--- config.mk ---
export PLATFORM = sky130hd
export DESIGN_NAME = sk128_round_cell
export DESIGN_NICKNAME = d
export VERILOG_FILES = /design/src/rtl/sk128_pkg.sv /design/src/rtl/sk128_round_cell.sv
export SDC_FILE = /design/constraint.sdc
export NUM_CORES = 1
export LEC_CHECK = 0
export ABC_AREA = 1
export BUFFER_PORTS_ARGS = -buffer_cell sky130_fd_sc_hd__buf_2
export CORE_AREA = 2 2 408 410
export CTS_CLUSTER_DIAMETER = 200
export CTS_CLUSTER_SIZE = 25
export DETAILED_ROUTE_END_ITERATION = 10
export DIE_AREA = 0 0 410 412
export SLEW_MARGIN = 0
export SYNTH_ARGS = -nofsm -noshare
export SYNTH_HDL_FRONTEND = slang
export SYNTH_SLANG_ARGS = --single-unit
--- constraint.sdc ---
create_clock -name clk -period 1.7 [get_ports clk]
set_clock_uncertainty 0.1 [all_clocks]
set_input_delay 0.17 -clock clk [delete_from_list [all_inputs] [get_ports clk]]
set_output_delay 0.17 -clock clk [all_outputs]
set_load 0.005 [all_outputs]
--- src/rtl/sk128_pkg.sv ---
// Shared types and constants for the SKINNY-128-384 encryption pipeline
`default_nettype none

package sk128_pkg;

    localparam int CFG_INDEX_W = 3;
    localparam int CFG_DATA_W  = 64;

    typedef enum logic [CFG_INDEX_W-1:0] {
        REG_TK1_LOW  = 3'd0,
        REG_TK1_HIGH = 3'd1,
        REG_TK2_LOW  = 3'd2,
        REG_TK2_HIGH = 3'd3,
        REG_TK3_LOW  = 3'd4,
        REG_TK3_HIGH = 3'd5
    } cfg_reg_t;

    // byte i of a block sits at element i, byte 0 in bits 7:0
    typedef logic [15:0][7:0] block_t;

    typedef logic [5:0] rc_t;

    localparam rc_t RC_INIT = 6'd0;

    typedef struct packed {
        block_t state;
        block_t tk1;
        block_t tk2;
        block_t tk3;
        rc_t    rc;
    } cell_t;

endpackage

`default_nettype wire

--- src/rtl/sk128_round_cell.sv ---
// One SKINNY-128-384 round cell: round function, tweakey update and stage register
`default_nettype none

module sk128_round_cell (
    input  wire logic            clk,
    input  wire logic            rst_n,
    input  wire logic            en,
    input  wire logic            valid_in,
    input  wire sk128_pkg::cell_t d_in,
    output logic                 valid_out,
    output sk128_pkg::cell_t     d_out
);

    localparam logic [7:0] ROW2_CONST = 8'h02;

    // source cell of each tweakey cell after the permutation
    localparam logic [15:0][3:0] TK_PERM = {
        4'd7, 4'd6, 4'd5, 4'd4, 4'd3, 4'd2, 4'd1, 4'd0,
        4'd11, 4'd12, 4'd14, 4'd10, 4'd13, 4'd8, 4'd15, 4'd9
    };

    function automatic logic [7:0] sbox_mix(input logic [7:0] x);
        logic [7:0] t;
        t = ~(((x >> 1) | x) >> 2);
        return x ^ (t & 8'h11);
    endfunction

    function automatic logic [7:0] sbox_perm(input logic [7:0] x);
        return ((x & 8'h01) << 2) | ((x & 8'h06) << 5) | ((x & 8'h20) >> 5) |
               ((x & 8'hC8) >> 2) | ((x & 8'h10) >> 1);
    endfunction

    function automatic logic [7:0] sbox8(input logic [7:0] x);
        logic [7:0] y;
        y = sbox_perm(sbox_mix(x));
        y = sbox_perm(sbox_mix(y));
        y = sbox_perm(sbox_mix(y));
        y = sbox_mix(y);
        return (y & 8'hF9) | ((y >> 1) & 8'h02) | ((y << 1) & 8'h04);
    endfunction

    function automatic sk128_pkg::cell_t round_step(input sk128_pkg::cell_t c);
        sk128_pkg::block_t s;
        sk128_pkg::block_t t;
        sk128_pkg::block_t m;
        sk128_pkg::block_t k1;
        sk128_pkg::block_t k2;
        sk128_pkg::block_t k3;
        sk128_pkg::rc_t    rc;
        sk128_pkg::cell_t  r;
        logic [7:0]        a0;
        logic [7:0]        a1;
        logic [7:0]        a2;
        logic [7:0]        a3;
        int                i;
        int                j;
        rc = {c.rc[4:0], c.rc[5] ^ c.rc[4] ^ 1'b1};
        for (i = 0; i < 16; i++)
        begin
            s[i] = sbox8(c.state[i]);
        end
        for (i = 0; i < 8; i++)
        begin
            s[i] = s[i] ^ c.tk1[i] ^ c.tk2[i] ^ c.tk3[i];
        end
        s[0] = s[0] ^ {4'h0, rc[3:0]};
        s[4] = s[4] ^ {6'h0, rc[5:4]};
        s[8] = s[8] ^ ROW2_CONST;
        for (i = 0; i < 4; i++)
        begin
            for (j = 0; j < 4; j++)
            begin
                t[i*4 + j] = s[i*4 + ((j - i) & 3)];
            end
        end
        for (j = 0; j < 4; j++)
        begin
            a0 = t[j];
            a1 = t[4 + j] ^ t[8 + j];
            a2 = t[8 + j] ^ a0;
            a3 = t[12 + j] ^ a2;
            m[j]      = a3;
            m[4 + j]  = a0;
            m[8 + j]  = a1;
            m[12 + j] = a2;
        end
        for (i = 0; i < 16; i++)
        begin
            k1[i] = c.tk1[TK_PERM[i]];
            k2[i] = c.tk2[TK_PERM[i]];
            k3[i] = c.tk3[TK_PERM[i]];
        end
        for (i = 0; i < 8; i++)
        begin
            k2[i] = {k2[i][6:0], k2[i][7] ^ k2[i][5]};
            k3[i] = {k3[i][0] ^ k3[i][6], k3[i][7:1]};
        end
        r.state = m;
        r.tk1   = k1;
        r.tk2   = k2;
        r.tk3   = k3;
        r.rc    = rc;
        return r;
    endfunction

    logic             valid_reg;
    logic             valid_next;
    sk128_pkg::cell_t data_reg;
    sk128_pkg::cell_t data_next;

    always_comb
    begin
        valid_next = en ? valid_in : valid_reg;
        data_next  = en ? round_step(d_in) : data_reg;
    end

    always_ff @(posedge clk or negedge rst_n)
    begin
        if (!rst_n)
        begin
            valid_reg <= 1'b0;
        end
        else
        begin
            valid_reg <= valid_next;
        end
    end

    always_ff @(posedge clk)
    begin
        data_reg <= data_next;
    end

    assign valid_out = valid_reg;
    assign d_out     = data_reg;

endmodule

`default_nettype wire

After elaboration in Yosys (flattened, before gate mapping)

Cells that the tools add are included.

Bitwise gates (word level): 473

Operators by type and width:

| cell        | number |
|---|---|
| $xor 8x5->8 | 64 |
| $or 7x7->7  | 64 |
| $or 3x8->8  | 48 |
| $or 8x1->8  | 48 |
| $or 8x4->8  | 48 |
| $or 8x6->8  | 48 |
| $not 5->5   | 64 |
| $xor 8x8->8 | 36 |
| $or 8x2->8  | 16 |
| $or 8x3->8  | 16 |
| $xor 1x1->1 | 17 |
| $xor 8x2->8 | 1 |
| $xor 8x4->8 | 1 |
| $not 1->1   | 2 |

Flip-flop bits (word level): 519
Input port bits: 522
Output and inout bits: 519
Word-level logic and storage cells: 539

Longest topological paths before layout

Depth after elaboration: 32
Mapped depth: 15

Least setup slack after synthesis

Ideal clock, no wire load.

Path kind: input -> register
From: input port d_in[452] (netlist bit)
To: register data_reg, in the netlist d_out[454] (data pin)
Data arrival time: 1,300 ps
Path slack: 47 ps
Stages: 12
Path through: nor2_1 xnor2_1 nand2_1 nand2_1 nand2_1 nor2_2 xor2_1 nand2_1 nand2_1 nand2_1 nand2_1 nand2_1

Word-level cells in the longest chain between the ends: 27
Elaborated cells on any way between the ends: 28
Classes of those cells: bitwise: 28

RTL lines:

| item                         | RTL line                | RTL |
|---|---|---|
| from (decl)                  | sk128_round_cell.sv:9   | `input wire sk128_pkg::cell_t d_in,` |
| $or 7x7->7                   | sk128_round_cell.sv:24  | `t = ~(((x >> 1) \| x) >> 2);` |
| $not 5->5                    | sk128_round_cell.sv:24  |  |
| $xor 8x5->8 (*)              | sk128_round_cell.sv:25  | `return x ^ (t & 8'h11);` |
| $or 8x4->8 (*)               | sk128_round_cell.sv:30  | `((x & 8'hC8) >> 2) \| ((x & 8'h10) >> 1);` |
| $or 7x7->7                   | sk128_round_cell.sv:24  |  |
| $not 5->5                    | sk128_round_cell.sv:24  |  |
| $xor 8x5->8 (*)              | sk128_round_cell.sv:25  |  |
| $or 3x8->8                   | sk128_round_cell.sv:29  | `return ((x & 8'h01) << 2) \| ((x & 8'h06) << 5) \| ((x & 8'h20) >> 5) \|` |
| [9 not listed]               | --                      |  |
| $or 8x4->8 (*)               | sk128_round_cell.sv:30  |  |
| $or 7x7->7 (*)               | sk128_round_cell.sv:24  |  |
| $not 5->5 (*)                | sk128_round_cell.sv:24  |  |
| $xor 8x5->8 (*)              | sk128_round_cell.sv:25  |  |
| $or 8x2->8 (*)               | sk128_round_cell.sv:39  | `return (y & 8'hF9) \| ((y >> 1) & 8'h02) \| ((y << 1) & 8'h04);` |
| $or 8x3->8 (*)               | sk128_round_cell.sv:39  |  |
| $xor 8x8->8 (*) (3 in a row) | sk128_round_cell.sv:64  | `s[i] = s[i] ^ c.tk1[i] ^ c.tk2[i] ^ c.tk3[i];` |
| $xor 8x8->8 (*)              | sk128_round_cell.sv:79  | `a1 = t[4 + j] ^ t[8 + j];` |
| to (signal assigned)         | sk128_round_cell.sv:131 | `data_reg <= data_next;` |
| to (decl)                    | sk128_round_cell.sv:108 | `sk128_pkg::cell_t data_reg;` |

Mark *: on every way between the ends. The rest lies on a longest branch, timed or not.
A chain may end at the register's enable or synchronous reset.

Final worst setup path

From: input port d_in[6] (netlist bit)
To: register data_reg, in the netlist d_out[390] (data pin)

Word-level cells in the longest chain between the ends: 4

RTL lines:

| item        | RTL line               | RTL |
|---|---|---|
| $xor 8x8->8 | sk128_round_cell.sv:64 |  |
| $xor 8x4->8 | sk128_round_cell.sv:66 | `s[0] = s[0] ^ {4'h0, rc[3:0]};` |
| $xor 8x8->8 | sk128_round_cell.sv:80 | `a2 = t[8 + j] ^ a0;` |
| $xor 8x8->8 | sk128_round_cell.sv:81 | `a3 = t[12 + j] ^ a2;` |

No other way between the ends.

==> qor.yml <==
ys_types: 26
start_kind: "primary input"
die_area_mm2: 0.169
rsz0062_at_grt: "yes"
rows: 149
ioPinCount: 1041
core-area_mm2: 0.164
max_freq_ghz: 0.581
ys_seq_area_share_pct: 72.6
synth.area.top_cells: "edfxtp_1 73%, xnor2_1 7.4%, xor2_1 5.5%, nand2_1 3.8%, nand3_1 1.9%"
clock_power_share_pct: 21.9
cts_buffer_depth: 3
synth_common_cells: "518 x edfxtp_1, 218 x nand2_1, 181 x xnor2_1"
grt_pass1_wl_mm: 150
clock_latency_ns: 0.64
drive_above_1_share_pct: 46.8
portBuffers: 1040
crit_fanout: 4
die_h_um: 412
antenna_found_initial: 39
drtIter0Drc: 1541
syn_to_final_growth_pct: 74.1
drt_first_pass_iters: 5
wl_mm: 116
hold_path.class: "in2reg"
route.vias.total: 18500
path_clk_slew_ns: 0.11
violations: "setup timing"
fillers: 17400
grt_pass1_vias: 18500
grt_overflow: 0
final_util_pct: 22.7
place_congestion: 0.909
path_class: "in2reg"
drc: 0
layout_setup_ws_ns: -0.0214
fin_cells: 5440
async_reset_ff_share_pct: 0.193
critPathArrivalTime_ns: 2.06
place_ws_ns: -0.498
p_leak_uw: 0.0160
outcome: "finished with violations"
power_density_mw_per_mm2: 893
nNetsFinal: 3750
yosysMostFrequentCell: "edfxtp_1"
wl_per_cell_um: 21.3
track_usage_pct: 12.9
dp_hpwl_mm: 96.3
max-vdd-ir-drop_v: 0.000781
pwr-share-comb_pct: 28.4
synth_top_area_share_pct: 72.5
slew_violations: 0
grt_max_degree: 55
hold_viol: 0
avgSynthCellArea_um2: 15.1
die_w_um: 410
p_int_uw: 23200
finalCritPeriodShare_pct: 101
fin_crit_ns: 1.72
drv_cap: 0
required_ns: 2.04
h-tree-depth: 1
synth_edf_count: 518
ant_nets: 0
root_buffer: "clkbuf_16"
start_util_pct: 13.1
yosysWarnings: 0
setup_violations: 1
synth_fp_nets: 1942
seq_power_share_pct: 49.7
syn-cell-area_mm2: 0.0215
synth.largest_area_cell: "edfxtp_1"
synth_cells: 1420
worst_pin_slew_ns: 0.849
numCtsBuffers: 25
cts.sinks: 519
synth-seq-cells: 519
synth_top_flop_cell: "edfxtp_1"
vias_per_cell: 3.41
maxSlewHeadroom_pct: 43.0
cp-end-kind: "register"
power.share.switching_pct: 30.3
cts_tree: "done"
dpl.cell_count: 4956
net-switching-power_uw: 10100
[state kept, by name (all words and copies together) (netlist names)]
register / count
d_out: 518
valid_out: 1
[placed cells by master (no fill, tap or decap), types with 7 or more instances in the layout]
cell type      Yosys  final
buf_12             0     13
buf_2              0   1015
buf_4              0    307
buf_6              0     18
clkbuf_1           0      7
clkbuf_16          0     25
diode_2            0     14
dlygate4sd3_1      0    421
edfxtp_1         518    518
inv_1            108    107
inv_2             11     12
nand2_1          218    199
nand2_2           16     33
nand3_1           83     81
nand3_2            8     10
nand3b_1          12     12
nand4_1           17     17
nor2_1            51     43
nor2_2             9     15
o21bai_1           8      8
xnor2_1          181    168
xnor2_2            9     22
xor2_1           135    126
xor2_2            12     20
[through the flow]
stage | hold WS [ns] | setup TNS (ns) | total power [uW] | instance area [um^2]
after floorplan | -0.226 | 0 | 19400 | 21500
after global placement | -0.156 | -16.61 | 25300 | 31900
final | 0.0452 | -0.0214 | 33300 | 37300
after global routing | 0.0342 | -0.318 | 34800 | 37300
after detailed placement | -0.154 | -19.08 | 25300 | 31900
after CTS | 0.00226 | -0.770 | 33700 | 36900
[worst paths after layout]
path / start / to / slack (ns) / depth (start not counted)
setup / recovery: d_in[6] / d_out[390] / -0.02 / 14
hold / removal: d_in[419] / d_out[450] / 0.05 / 4
setup reg to reg: valid_out / valid_out / 0.26 / 2
hold reg to reg: valid_out / valid_out / 1.01 / 2
max in group asynchronous: rst_n / valid_out / 1.09 / 3
min in group asynchronous: rst_n / valid_out / 0.29 / 3
[repair_timing]
item                       CTS  global route
setup endpoints to repair   28            39
hold buffers               425             4
setup buffers                0             9
hold endpoints to repair   527             4
pin swaps                    0            22
resized for setup           40            63
[cells by family (layout without fill, tap and decap cells)]
| logic type | count (synthesis) | after routing | share of synthesized area, % |
|---|---|---|---|
| flops | 519 | 519 | 72.6 |
| simple gates | 423 | 423 | 9.08 |
| xor+xnor | 348 | 348 | 15.8 |
| buf+inv | 121 | 1938 | 2.12 |
| compound gates | 8 | 8 | 0.280 |
| mux | 1 | 1 | 0.0525 |
| other cells | 0 | 14 | 0 |
[power by group through the flow]
| stage | clock, uW | sequential [uW] | combinational, uW |
|---|---|---|---|
| 6_report | 7300 | 16600 | 9460 |
| 5_1_grt | 7910 | 16700 | 10200 |
| 4_1_cts | 7670 | 16600 | 9430 |
| 3_5_place_dp | 0 | 16800 | 8480 |
| 3_3_place_gp | 0 | 16800 | 8420 |
| 2_1_floorplan | 0 | 16900 | 2540 |
[worst max-delay path: stages]
cell	delay [ns]
dlygate4sd3_1	0.53
buf_2	0.14
xor2_1	0.13
buf_4	0.14
xnor2_2	0.12
xor2_1	0.17
buf_4	0.19
inv_1	0.05
nand2_1	0.07
nand2_2	0.09
inv_2	0.08
nand2_1	0.06
nand3_2	0.05
nand2_1	0.05
[layer usage]
layer,up-vias,global-route usage [%],share of wire (%),wire [um]
li1,8466,-,-,-
met1,9010,16.5,41,47400
met2,905,20.9,46,53700
met3,134,3.49,9.4,10900
met4,30,3.93,3.3,3810
met5,-,0,0.15,172
[layout make-up]
type	count	area [um^2]	area share, %
clock inverter	4	46.3	0.124
multi-input combinational	780	5690	15.2
sequential	519	15600	41.7
inverter	121	454	1.22
antenna	14	35.0	0.0938
timing repair buffer	1781	12200	32.5
tap	2189	2740	7.33
clock buffer	32	652	1.75
(Power assumes the default switching activity.)
